--- config.mk ---
export PLATFORM = sky130hd
export DESIGN_NAME = sfti_ctrl
export DESIGN_NICKNAME = d
export VERILOG_FILES = /design/src/sfti_pkg.sv /design/src/sfti_ctrl.sv
export SDC_FILE = /design/constraint.sdc
export NUM_CORES = 1
export LEC_CHECK = 0
export BUFFER_PORTS_ARGS = -buffer_cell sky130_fd_sc_hd__buf_4
export CORE_AREA = 5 5 42 44
export DETAILED_ROUTE_END_ITERATION = 7
export DIE_AREA = 0 0 47 49
export PLACE_DENSITY = 0.66
export SETUP_SLACK_MARGIN = 0.1
export SLEW_MARGIN = 10
export SYNTH_ARGS = -nofsm -noshare
export SYNTH_HDL_FRONTEND = slang
export SYNTH_SLANG_ARGS = --single-unit
--- constraint.sdc ---
create_clock -name clock -period 1.5 [get_ports clock]
set_clock_uncertainty 0.1 [all_clocks]
set_input_delay 0.225 -clock clock [delete_from_list [all_inputs] [get_ports clock]]
set_output_delay 0.225 -clock clock [all_outputs]
set_load 0.02 [all_outputs]
--- src/sfti_pkg.sv ---
// sorted flaw table package: codes, controller states and control structs
// no dependencies
package sfti_pkg;

   localparam int DEFAULT_MAX_ENTRIES = 256;

   localparam logic [1:0] OP_ADD   = 2'd0;
   localparam logic [1:0] OP_READ  = 2'd1;
   localparam logic [1:0] OP_CLEAR = 2'd2;

   localparam logic [1:0] ST_ADDED  = 2'd0;
   localparam logic [1:0] ST_MERGED = 2'd1;
   localparam logic [1:0] ST_REJECT = 2'd2;
   localparam logic [1:0] ST_DONE   = 2'd3;

   localparam logic [1:0] CSR_CYLINDERS = 2'd0;
   localparam logic [1:0] CSR_TRACKS    = 2'd1;
   localparam logic [1:0] CSR_BYTES     = 2'd2;

   typedef enum logic [2:0] {
      S_IDLE, S_CHECK, S_SCAN, S_SCAN_CMP, S_SHIFT, S_SHIFT_WR, S_READ_WAIT, S_RESP
   } ctrl_state_type;

   typedef struct packed {
      logic       load_req;
      logic       idx_to_count;
      logic       idx_dec;
      logic       save_pos;
      logic       rd_prev;
      logic       rd_index;
      logic       wr_shift;
      logic       wr_new;
      logic       wr_merge;
      logic       clear;
      logic       set_status;
      logic [1:0] status_code;
      logic       show_data;
      logic       rsp_load;
   } dp_cmd_type;

   typedef struct packed {
      logic [1:0] op;
      logic       reject_add;
      logic       read_ok;
      logic       idx_zero;
      logic       idx_at_pos;
      logic       key_eq;
      logic       key_gt;
      logic       rsp_busy;
   } dp_status_type;

endpackage

--- src/sfti_ctrl.sv ---
// sorted flaw table controller: sequences scan, shift, insert, merge, read, clear and reject
// depends on sfti_pkg
module sfti_ctrl import sfti_pkg::*; (
   input  logic          clock,
   input  logic          reset,
   input  logic          req_valid,
   output logic          req_stall,
   input  dp_status_type stat,
   output dp_cmd_type    cmd
);

   ctrl_state_type state_ff, state_in;

   always_ff @(posedge clock) begin
      if (reset) begin
         state_ff <= S_IDLE;
      end else begin
         state_ff <= state_in;
      end
   end

   assign req_stall = (state_ff != S_IDLE);

   always_comb begin
      state_in = state_ff;
      unique case (state_ff)
         S_IDLE: begin
            if (req_valid) state_in = S_CHECK;
         end
         S_CHECK: begin
            if (stat.op == OP_ADD && !stat.reject_add) state_in = S_SCAN;
            else if (stat.op == OP_READ && stat.read_ok) state_in = S_READ_WAIT;
            else state_in = S_RESP;
         end
         S_SCAN: begin
            if (stat.idx_zero) state_in = S_SHIFT;
            else state_in = S_SCAN_CMP;
         end
         S_SCAN_CMP: begin
            if (stat.key_eq) state_in = S_RESP;
            else if (stat.key_gt) state_in = S_SCAN;
            else state_in = S_SHIFT;
         end
         S_SHIFT: begin
            if (stat.idx_at_pos) state_in = S_RESP;
            else state_in = S_SHIFT_WR;
         end
         S_SHIFT_WR:  state_in = S_SHIFT;
         S_READ_WAIT: state_in = S_RESP;
         S_RESP: begin
            if (!stat.rsp_busy) state_in = S_IDLE;
         end
         default: state_in = S_IDLE;
      endcase
   end

   always_comb begin
      cmd = '0;
      unique case (state_ff)
         S_IDLE: begin
            cmd.load_req = req_valid;
         end
         S_CHECK: begin
            cmd.set_status = 1'b1;
            cmd.status_code = ST_REJECT;
            if (stat.op == OP_ADD) begin
               cmd.idx_to_count = 1'b1;
            end else if (stat.op == OP_READ) begin
               cmd.status_code = ST_DONE;
               cmd.rd_index = stat.read_ok;
            end else if (stat.op == OP_CLEAR) begin
               cmd.status_code = ST_DONE;
               cmd.clear = 1'b1;
            end
         end
         S_SCAN: begin
            if (stat.idx_zero) begin
               cmd.save_pos = 1'b1;
               cmd.idx_to_count = 1'b1;
            end else begin
               cmd.rd_prev = 1'b1;
            end
         end
         S_SCAN_CMP: begin
            if (stat.key_eq) begin
               cmd.wr_merge = 1'b1;
               cmd.set_status = 1'b1;
               cmd.status_code = ST_MERGED;
            end else if (stat.key_gt) begin
               cmd.idx_dec = 1'b1;
            end else begin
               cmd.save_pos = 1'b1;
               cmd.idx_to_count = 1'b1;
            end
         end
         S_SHIFT: begin
            if (stat.idx_at_pos) begin
               cmd.wr_new = 1'b1;
               cmd.set_status = 1'b1;
               cmd.status_code = ST_ADDED;
            end else begin
               cmd.rd_prev = 1'b1;
            end
         end
         S_SHIFT_WR: begin
            cmd.wr_shift = 1'b1;
            cmd.idx_dec = 1'b1;
         end
         S_READ_WAIT: begin
            cmd.set_status = 1'b1;
            cmd.status_code = ST_DONE;
            cmd.show_data = 1'b1;
         end
         S_RESP: begin
            cmd.rsp_load = !stat.rsp_busy;
         end
         default: cmd = '0;
      endcase
   end

endmodule

==> out/results.txt <==
Status: finished, violations left
Failing checks: negative setup slack
Max Cap Viol: 0
Worst Setup End Kind: output port
Fill count: 143
Synth warnings: 0
WL met1: 651 µm
RSZ-0062 raised after global routing: yes
First-pass GRT wire length: 2.58 mm
Ports: 28
Placed cells: 122
Root buffer cell: clkbuf_4
Largest family of logic cells by synthesized area: simple AND/OR/NAND/NOR gates
Seq/Total Area, Yosys: 13.0%
Post-synthesis simple-gate area fraction: 42.4%
Post-synth top area cell: dfxtp_1
Min Tclk post-route: 1.60 ns
CTS clk-pin slew, worst paths: 0.04 ns
Worst setup path category: flop to output port
Crit path launch: state_ff[0]
Compound-cell area share of the yosys netlist: 25.3%
Hold Fails Final Rpt: 0
Syn Nets: 91
Final setup vio count: 9
GRT Util Overall: 15.2%
TritonCTS Buffers: 3
Initial core utilization: 32.9%
F_max: 0.625 GHz
FF-to-FF setup slack: 0.08 ns
Adder-cell area share of the yosys netlist: 10.9%
Largest net degree at the start of global routing: 12
1st-iter DRT viols: 3
Routed Antenna Nets: 0
P&R area growth vs syn: 94.8%
CP Data Arrival Time: 1.27 ns
Synthesized area: 460 µm²
DRC viols: 0
P per Cell Area: 1730 nW/µm²
H-tree depth: 1
Largest Register: state_ff
Fin cells: 131
Syn avg cell area: 6.14 µm²
R2R Path Start: state_ff[2]
Pwr Total: 1.56 mW
Synth Area in XOR/XNOR: 0%
Reg2reg end: state_ff[0]
DIE HEIGHT: 49 µm
Hold Path End: state_ff[1]
R2R cell count: 7
Critical path peak fanout: 7
Rows: 14
Final Max Tran Viols: 0
DIE AREA: 2300 µm²
Routability cong.: 0.765
Worst Path Required: 1.17 ns
Vias in the first global route: 622
Pre-antenna DRT Iters: 2
Setup WS pre-CTS: 0.00460 ns
Clock Latency Late Sink: 0.25 ns
Number of synthesized register bits: 3
Port bufs: 27
Fin crit share: 107%
Mux cell area share after synthesis: 0%
Final wirelength: 1.63 mm
Largest regs: state_ff (3)
Final nets: 132
CTS tree: yes
Max VDD drop: 0.000792 V
Cells after synthesis: 75
Clock buffer depth: 2
Hpwl dp: 1.14 mm
Fin worst setup slack: -0.0993 ns
Total grt overflow: 0
CTS sink cnt: 3
Startpoint Class: flop
Worst slew margin: 83.2%
DR WL/cell: 12.4 µm
Synth top area cells: dfxtp_1 13%, nor2_1 12%, ha_1 11%
Max layer used: met4
Pleak: 0.430 nW
Layout cells sized above 1: 55.7%
Post-synth cell types: 22
Vias: 647
Via-to-Cell Ratio: 4.94
Actual slew at the worst max-slew pin: 0.251 ns
HP Start: reset
Synth top area share: 13.0%
Ant diodes: 0
Antenna violations before repair: 0
Max reg flops: 3
Core box area: 1400 µm²
Cts-stage hold buffer count: 0
WL met3: 118 µm
Met2 routed WL: 809 µm
Hold WC Path Type: input pin to flop
Die width: 47 µm
Hold Path Stages: 2
==> where the power goes <==
| part | total [mW] | internal, mW | switching, mW |
|---|---|---|---|
| logic | 1.17 | 0.586 | 0.588 |
| registers | 0.231 | 0.134 | 0.0969 |
| clock network | 0.152 | 0.100 | 0.0513 |
==> Yosys cell counts <==
cell	n
buf_2	1
inv_1	4
buf_4	2
o21ai_1	1
and3_1	2
nand2b_1	6
a31oi_1	1
o21a_1	2
o21bai_1	1
nor3_1	2
nor2b_1	5
a311oi_2	1
nor2_1	15
nand3_1	2
nor3b_1	1
nand2_1	8
inv_2	1
ha_1	4
a211oi_1	1
o21ai_0	3
dfxtp_1	3
a21oi_1	9
==> cells by family after synthesis <==
family | after synthesis
fa+ha+maj | 4
buf+inv | 8
compound gates | 19
flops | 3
simple gates | 41
==> stage by stage <==
step	area (µm²)	hold slack (ns)	TNS [ns]	util [%]
finish	897	0.0436	-0.603	64.0
global route	897	0.0323	-1.50	64.0
CTS	858	0.0547	-0.465	61.3
detailed placement	731	0.310	0	52.1
global placement	731	0.308	0	52.1
floorplan	475	0.193	0	-
==> cells in the final DEF (no fill, tap or decap), drive strengths merged, types with 2 or more instances in the layout <==
master / n
buf: 39
nor2: 15
a21oi: 9
nand2: 8
nand2b: 6
inv: 5
nor2b: 5
ha: 4
clkbuf: 4
o21ai: 4
dfxtp: 3
o21a: 2
nand3: 2
nor3: 2
and3: 2
==> worst max path at each step <==
stage,endpoint,slack [ns]
after floorplan,cmd[2],0.02
after global placement,cmd[9],0.001
after detailed placement,cmd[4],0.005
after CTS,cmd[4],-0.08
after global routing,cmd[2],-0.20
final,cmd[13],-0.1
==> layer usage <==
layer  GRT usage, %  up-vias
met3           3.32        4
met5              0        -
met2           22.4       24
met4           12.0        0
met1           17.9      286
li1               -      333
==> area by class of cell <==
| class | count | area (µm²) | area share [%] |
|---|---|---|---|
| multi-input combinational | 64 | 445 | 49.7 |
| sequential | 3 | 71.3 | 7.95 |
| inverter | 5 | 18.8 | 2.09 |
| timing repair buffer | 39 | 315 | 35.1 |
| tap | 16 | 20.0 | 2.23 |
| clock buffer | 4 | 26.3 | 2.93 |
==> worst max-delay path, cell delays in order (launching register included) <==
cell	delay (ns)
dfxtp_4	0.37
buf_6	0.13
a21oi_2	0.16
o21ai_1	0.07
nor2b_2	0.15
buf_4	0.15
==> repair_timing <==
| item | CTS | global route |
|---|---|---|
| gates resized for setup | 24 | 8 |
| pin swaps | 6 | 6 |
| setup endpoints to repair | 16 | 17 |
| setup buffers | 3 | 2 |
| hold endpoints to repair | 0 | 0 |
Note: power is estimated with default switching activity, not from simulation.
